--- config.mk ---
export PLATFORM = sky130hd
export DESIGN_NAME = accel_axis_calibrate_change_events
export DESIGN_NICKNAME = d
export VERILOG_FILES = /design/src/acal_pkg.sv /design/src/acal_lane.sv /design/src/acal_merge.sv /design/src/accel_axis_calibrate_change_events.sv
export SDC_FILE = /design/constraint.sdc
export NUM_CORES = 2
export LEC_CHECK = 0
export ABC_AREA = 1
export BUFFER_PORTS_ARGS = -buffer_cell sky130_fd_sc_hd__clkbuf_2
export CAP_MARGIN = 0
export CORE_MARGIN = 3
export CORE_UTILIZATION = 65
export CTS_BUF_LIST = sky130_fd_sc_hd__clkbuf_2 sky130_fd_sc_hd__clkbuf_4 sky130_fd_sc_hd__clkbuf_8
export CTS_CLUSTER_DIAMETER = 200
export DETAILED_ROUTE_END_ITERATION = 16
export GPL_TIMING_DRIVEN = 0
export HOLD_SLACK_MARGIN = 0.1
export PLACE_DENSITY_LB_ADDON = 0.3
export SLEW_MARGIN = 0
export SYNTH_ARGS = -nofsm -noshare
export SYNTH_HDL_FRONTEND = slang
export SYNTH_HIERARCHICAL = 1
export SYNTH_SLANG_ARGS = --single-unit
--- constraint.sdc ---
create_clock -name clk -period 13.3 [get_ports clk]
set_input_delay 0.665 -clock clk [delete_from_list [all_inputs] [get_ports clk]]
set_output_delay 0.665 -clock clk [all_outputs]
set_load 0.02 [all_outputs]
--- src/acal_pkg.sv ---
// shared types and constants for the accelerometer calibration block
package acal_pkg;

  localparam int NumAxes   = 3;
  localparam int AxisW     = 2;
  localparam int LevelW    = 16;
  localparam int StepBits  = 4;
  localparam int DivSteps  = LevelW / StepBits;
  localparam int StepCntW  = $clog2(DivSteps);

  localparam logic signed [LevelW-1:0] LevelMax     = 16'sh7fff;
  localparam logic signed [LevelW-1:0] LevelMin     = 16'sh8000;
  localparam logic        [LevelW-1:0] DividerReset = 16'd1000;

  // configuration register indexes
  localparam logic [2:0] CfgOffsetX  = 3'd0;
  localparam logic [2:0] CfgOffsetY  = 3'd1;
  localparam logic [2:0] CfgOffsetZ  = 3'd2;
  localparam logic [2:0] CfgDividerX = 3'd3;
  localparam logic [2:0] CfgDividerY = 3'd4;
  localparam logic [2:0] CfgDividerZ = 3'd5;
  localparam logic [2:0] CfgEvents   = 3'd6;

  typedef enum logic [1:0] {
    ST_IDLE,
    ST_ABS,
    ST_DIV,
    ST_DONE
  } state_t;

  typedef struct packed {
    logic load;
    logic init;
    logic step;
  } lane_ctl_t;

  typedef logic [NumAxes-1:0][LevelW-1:0] level_vec_t;

endpackage

--- src/acal_lane.sv ---
// one axis lane: offset, scale by 32767, radix-16 division and saturation
module acal_lane (
  input  logic                     clk,
  input  acal_pkg::lane_ctl_t      ctl,
  input  logic signed [16:0]       value,
  input  logic signed [15:0]       offset,
  input  logic        [15:0]       divider,
  output logic signed [15:0]       level
);

  logic signed [33:0] prod;
  logic        [15:0] dvs;
  logic               neg;
  logic               ovf;
  logic        [15:0] rem;
  logic        [15:0] quo;

  logic signed [17:0] sum;
  logic signed [33:0] sum_ext;
  logic        [33:0] mag;
  logic        [15:0] rem_next;
  logic        [15:0] quo_next;
  logic        [16:0] neg_quo;

  assign sum     = {value[16], value} + {{2{offset[15]}}, offset};
  assign sum_ext = {{16{sum[17]}}, sum};
  assign mag     = prod[33] ? (34'd0 - prod) : prod;
  assign neg_quo = 17'd0 - {1'b0, quo};

  // four restoring steps per cycle
  always_comb begin
    logic [16:0] t;
    logic [15:0] r;
    logic [15:0] q;
    r = rem;
    q = quo;
    for (int i = 0; i < acal_pkg::StepBits; i++) begin
      t = {r, q[15]};
      q = {q[14:0], 1'b0};
      if (t >= {1'b0, dvs}) begin
        t = t - {1'b0, dvs};
        q[0] = 1'b1;
      end
      r = t[15:0];
    end
    rem_next = r;
    quo_next = q;
  end

  always_ff @(posedge clk) begin
    if (ctl.load) begin
      prod <= (sum_ext <<< 15) - sum_ext;
      dvs  <= (divider == 16'd0) ? 16'd1 : divider;
    end
    if (ctl.init) begin
      neg <= prod[33];
      ovf <= {1'b0, mag[30:16]} >= dvs;
      rem <= {1'b0, mag[30:16]};
      quo <= mag[15:0];
    end
    if (ctl.step) begin
      rem <= rem_next;
      quo <= quo_next;
    end
  end

  always_comb begin
    if (neg) begin
      if (ovf || quo > 16'd32768) begin
        level = acal_pkg::LevelMin;
      end else begin
        level = neg_quo[15:0];
      end
    end else begin
      if (ovf || quo > 16'd32767) begin
        level = acal_pkg::LevelMax;
      end else begin
        level = quo;
      end
    end
  end

endmodule

--- src/acal_merge.sv ---
// merge stage: compares lane results with stored values and emits change events
module acal_merge (
  input  logic                      clk,
  input  logic                      rst,
  input  logic                      commit,
  input  logic                      events_enabled,
  input  acal_pkg::level_vec_t      levels,
  output logic                      busy,
  output logic                      event_valid,
  input  logic                      event_stall,
  output logic [1:0]                axis_index,
  output logic signed [15:0]        axis_level,
  output logic                      final_event
);

  acal_pkg::level_vec_t             stored;
  acal_pkg::level_vec_t             lv;
  logic [acal_pkg::NumAxes-1:0]     pend;
  logic [acal_pkg::NumAxes-1:0]     chg;
  logic [acal_pkg::NumAxes-1:0]     sel;
  logic                             xfer;

  always_comb begin
    for (int a = 0; a < acal_pkg::NumAxes; a++) begin
      chg[a] = levels[a] != stored[a];
    end
  end

  // lowest pending axis goes first
  always_comb begin
    if (pend[0]) begin
      axis_index = 2'd0;
      sel        = 3'b001;
    end else if (pend[1]) begin
      axis_index = 2'd1;
      sel        = 3'b010;
    end else begin
      axis_index = 2'd2;
      sel        = 3'b100;
    end
  end

  assign busy        = pend != '0;
  assign event_valid = busy;
  assign axis_level  = lv[axis_index];
  assign final_event = (pend & ~sel) == '0;
  assign xfer        = event_valid && !event_stall;

  always_ff @(posedge clk) begin
    if (rst) begin
      stored <= '0;
      pend   <= '0;
    end else if (commit) begin
      stored <= levels;
      pend   <= events_enabled ? chg : '0;
    end else if (xfer) begin
      pend   <= pend & ~sel;
    end
  end

  always_ff @(posedge clk) begin
    if (commit) begin
      lv <= levels;
    end
  end

endmodule

--- src/accel_axis_calibrate_change_events.sv ---
// top level of the accelerometer axis calibration and change event block
//
//   channel   direction  handshake                  payload
//   sample    in         sample_valid/sample_stall  raw_x, raw_y, raw_z
//   event     out        event_valid/event_stall    axis_index, axis_level, final_event
//   config    in         cfg_we                     cfg_index, cfg_data
//
// a sample is taken only once the last has committed: load with offset and scale,
// magnitude, the radix-16 divider steps each lane owns, then commit to the merge stage
// commit waits until the events of the previous sample have all been taken
// reset is synchronous: stored axis values clear, offsets 0, dividers 1000, events on
// events leave one per transfer, lowest axis first, and hold while event_stall is high
module accel_axis_calibrate_change_events (
  input  logic               clk,
  input  logic               rst,
  input  logic               sample_valid,
  output logic               sample_stall,
  input  logic signed [15:0] raw_x,
  input  logic signed [15:0] raw_y,
  input  logic signed [15:0] raw_z,
  output logic               event_valid,
  input  logic               event_stall,
  output logic [1:0]         axis_index,
  output logic signed [15:0] axis_level,
  output logic               final_event,
  input  logic               cfg_we,
  input  logic [2:0]         cfg_index,
  input  logic [15:0]        cfg_data
);

  acal_pkg::state_t                  state;
  acal_pkg::state_t                  state_next;
  logic [acal_pkg::StepCntW-1:0]     cnt;
  logic [acal_pkg::StepCntW-1:0]     cnt_next;
  acal_pkg::lane_ctl_t               ctl;
  logic                              commit;
  logic                              busy;

  logic signed [15:0] offset_x;
  logic signed [15:0] offset_y;
  logic signed [15:0] offset_z;
  logic        [15:0] divider_x;
  logic        [15:0] divider_y;
  logic        [15:0] divider_z;
  logic               events_enabled;

  logic signed [16:0] rot0;
  logic signed [16:0] rot1;
  logic signed [16:0] rot2;
  acal_pkg::level_vec_t levels;

  // configuration registers
  always_ff @(posedge clk) begin
    if (rst) begin
      offset_x       <= '0;
      offset_y       <= '0;
      offset_z       <= '0;
      divider_x      <= acal_pkg::DividerReset;
      divider_y      <= acal_pkg::DividerReset;
      divider_z      <= acal_pkg::DividerReset;
      events_enabled <= 1'b1;
    end else if (cfg_we) begin
      case (cfg_index)
        acal_pkg::CfgOffsetX:  offset_x       <= cfg_data;
        acal_pkg::CfgOffsetY:  offset_y       <= cfg_data;
        acal_pkg::CfgOffsetZ:  offset_z       <= cfg_data;
        acal_pkg::CfgDividerX: divider_x      <= cfg_data;
        acal_pkg::CfgDividerY: divider_y      <= cfg_data;
        acal_pkg::CfgDividerZ: divider_z      <= cfg_data;
        acal_pkg::CfgEvents:   events_enabled <= cfg_data[0];
        default: begin
        end
      endcase
    end
  end

  // rotation
  assign rot0 = {raw_y[15], raw_y};
  assign rot1 = 17'sd0 - {raw_x[15], raw_x};
  assign rot2 = {raw_z[15], raw_z};

  always_ff @(posedge clk) begin
    if (rst) begin
      state <= acal_pkg::ST_IDLE;
      cnt   <= '0;
    end else begin
      state <= state_next;
      cnt   <= cnt_next;
    end
  end

  always_comb begin
    state_next   = state;
    cnt_next     = cnt;
    ctl          = '0;
    commit       = 1'b0;
    sample_stall = 1'b1;
    case (state)
      acal_pkg::ST_IDLE: begin
        sample_stall = 1'b0;
        if (sample_valid) begin
          ctl.load   = 1'b1;
          state_next = acal_pkg::ST_ABS;
        end
      end
      acal_pkg::ST_ABS: begin
        ctl.init   = 1'b1;
        cnt_next   = '0;
        state_next = acal_pkg::ST_DIV;
      end
      acal_pkg::ST_DIV: begin
        ctl.step = 1'b1;
        cnt_next = cnt + 1'b1;
        if (cnt == acal_pkg::StepCntW'(acal_pkg::DivSteps - 1)) begin
          state_next = acal_pkg::ST_DONE;
        end
      end
      acal_pkg::ST_DONE: begin
        if (!busy) begin
          commit     = 1'b1;
          state_next = acal_pkg::ST_IDLE;
        end
      end
      default: begin
        state_next = acal_pkg::ST_IDLE;
      end
    endcase
  end

  acal_lane u_lane0 (
    .clk     (clk),
    .ctl     (ctl),
    .value   (rot0),
    .offset  (offset_x),
    .divider (divider_x),
    .level   (levels[0])
  );

  acal_lane u_lane1 (
    .clk     (clk),
    .ctl     (ctl),
    .value   (rot1),
    .offset  (offset_y),
    .divider (divider_y),
    .level   (levels[1])
  );

  acal_lane u_lane2 (
    .clk     (clk),
    .ctl     (ctl),
    .value   (rot2),
    .offset  (offset_z),
    .divider (divider_z),
    .level   (levels[2])
  );

  acal_merge u_merge (
    .clk            (clk),
    .rst            (rst),
    .commit         (commit),
    .events_enabled (events_enabled),
    .levels         (levels),
    .busy           (busy),
    .event_valid    (event_valid),
    .event_stall    (event_stall),
    .axis_index     (axis_index),
    .axis_level     (axis_level),
    .final_event    (final_event)
  );

endmodule
==> impl_metrics.ini <==
[sta]
tightest_slew_ns = 1.33
max_slew_margin_pct = 11.5
fmax_ghz = 0.106
setup_viol = 0
min_period_ns = 9.46
hold_viol_final = 0
fin_crit_sh_pct = 71.1
finalMaxSlewViolations = 0
fin_skew_ns = 0.0382
grt_setup_unrepaired = no
setup-tns-final_ns = 0

[detailed_routing]
wl_per_cell_um = 17.3
drtIter0Drc = 4572
via_per_inst = 5.75
antenna_left = 0
routed_wl_um = 123000
drc = 0
first_pass_iters = 7
vias = 41111

[critical_path]
path_common_cell = nand2_1
path_delay_family = compound AO/OA/AOI/OAI gates
start_kind = register
crit_required_ns = 13.68
critPathCaptureType = register
crit_path_max_fanout = 10
crit_buf_inv = 7
max_stage_delay_ns = 0.56
path_class = reg2reg
crit_path_top_delay_cell = edfxtp_1
arrival_ns = 9.84

[placed_design]
port_buffers = 92
dp_hpwl_um = 97600
globalplace.congestion = 1.03

[synthesis]
synth_compound_area_share_pct = 12.2
ys_warn_count = 6
synth_mux_area_share_pct = 0
synth-async-reset-ratio_pct = 0
synth_xor_area_share_pct = 6.75
synth_area_leader_cell = edfxtp_1
synth-seq-cells = 446
syn_nets = 6517
synth_top_family_by_area = simple AND/OR/NAND/NOR gates
yosys.area_share.adder_pct = 11.4
synth_area_um2 = 41500
synth_cells = 6075
synthSimpleGateAreaFrac_pct = 31.3
synth.distinct_cells = 70
ys_seq_area_share_pct = 28.6
syn_avg_cell_area_um2 = 6.83
synth-edff-count = 294
yosys-top-cells-area = edfxtp_1 (21%), nand2_1 (15%), ha_1 (11%), inv_1 (7.4%), dfxtp_1 (7.3%)
ys.flop_type = edfxtp_1
synth_top_area_share_pct = 21.3

[cts]
hold_buffers = 0
numClockSinks = 446
cts_buffers = 74
cts-resized-gates = 0
clk_path_buf_depth = 3
clk_pin_slew_ns = 0.07
cts_setup_buffers = 0
root_buffer = clkbuf_8
cts_tree = built
insertion_delay_ns = 0.66
htree_num_levels = 3

[cells_and_area]
area_growth_syn_to_layout_pct = 7.75
layout_common_cells = nand2_1 (1620), inv_1 (822), nor2_1 (600)
nets = 6689
drive_above_1_share_pct = 7.13
fin_util_pct = 71.6
layout.cells.most_common = nand2_1

[floorplanning]
coreArea_um2 = 62400
dieArea_um2 = 66900
io_pins = 93
die_h_um = 259
start_util_pct = 66.5
die_width_um = 259
num_rows = 91

[status]
status = completed

[job]
cap_violations = 0

[grt]
grt_pass1_vias = 38022
antenna_found_initial = 3
grt_max_degree = 110
grt_first_pass_wirelength_um = 194000
gr-total-overflow = 0
grt_use_total_pct = 36.1

[hold_path]
hp-class = in2reg
==> worst paths after layout <==
| kind | depth (start not counted) | from | to | slack, ns |
|---|---|---|---|---|
| setup / recovery | 47 | u_lane2/dvs[1] | u_lane2/rem[9] | 3.84 |
| hold / removal | 2 | rst | cnt[1] | 0.29 |
| setup reg to reg | 47 | u_lane2/dvs[1] | u_lane2/rem[9] | 3.84 |
| hold reg to reg | 2 | cnt[1] | cnt[1] | 0.47 |
==> per-stage QoR <==
stage                     area [µm²]  setup slack, ns  instances  hold WS, ns
after detailed placement       43000             4.19       7006        0.463
final                          44700             3.84       7146        0.292
after CTS                      44700             4.14       7143        0.245
after global placement         43000             4.30       7004        0.457
after floorplan                41500             6.08       6075        0.424
after global routing           44700             3.07       7146        0.290
==> layout make-up <==
class | count | area (µm²)
clock buffers | 106 | 1300
inverters | 854 | 3220
plain buffers | 165 | 817
fillers | 5397 | 17700
clock inverters | 31 | 327
diodes | 1 | 2.50
flip-flops and latches | 446 | 11900
well taps | 837 | 1050
repair buffers | 96 | 523
multi-input cells | 4610 | 25600
==> state kept, by name (all words and copies together), names as in the netlist, 32 cells and up <==
name,count
u_lane2/prod,32
u_merge/stored,48
u_lane0/prod,32
u_merge/lv,48
u_lane1/prod,32
==> metal layers <==
layer	wire [µm]	track usage (%)	share of wire [%]
met2	55700	59.3	45
met3	11200	5.97	9.1
met4	6520	17.6	5.3
met1	50000	46.2	41
met5	0	0	0
==> logic make-up (layout without fill, tap and decap cells) <==
family	count (synthesis)	after routing
buf+inv	1019	1252
other cells	0	1
simple gates	3001	3001
fa+ha+maj	370	370
flops	446	446
compound gates	921	921
xor+xnor	318	318
==> cells in the mapped netlist (all sizes together) (9+ instances only) <==
library cell and n:
nand2 1668, inv 847, nor2 612, nand3 461
o21ai 397, a21oi 392, ha 355, edfxtp 294
xor2 193, dfxtp 152, xnor2 125, clkbuf 99
nor3 94, buf 66, nand4 57, nand3b 42
a31oi 28, nor4 27, a21o 23, or2 22
fa 15, a21boi 10, and2 10, o221ai 10
a221oi 9, o21bai 9
Power is left out: the tool's default activity adds up to more than one toggle a clock period on the data nets, which glitch-free logic cannot reach.
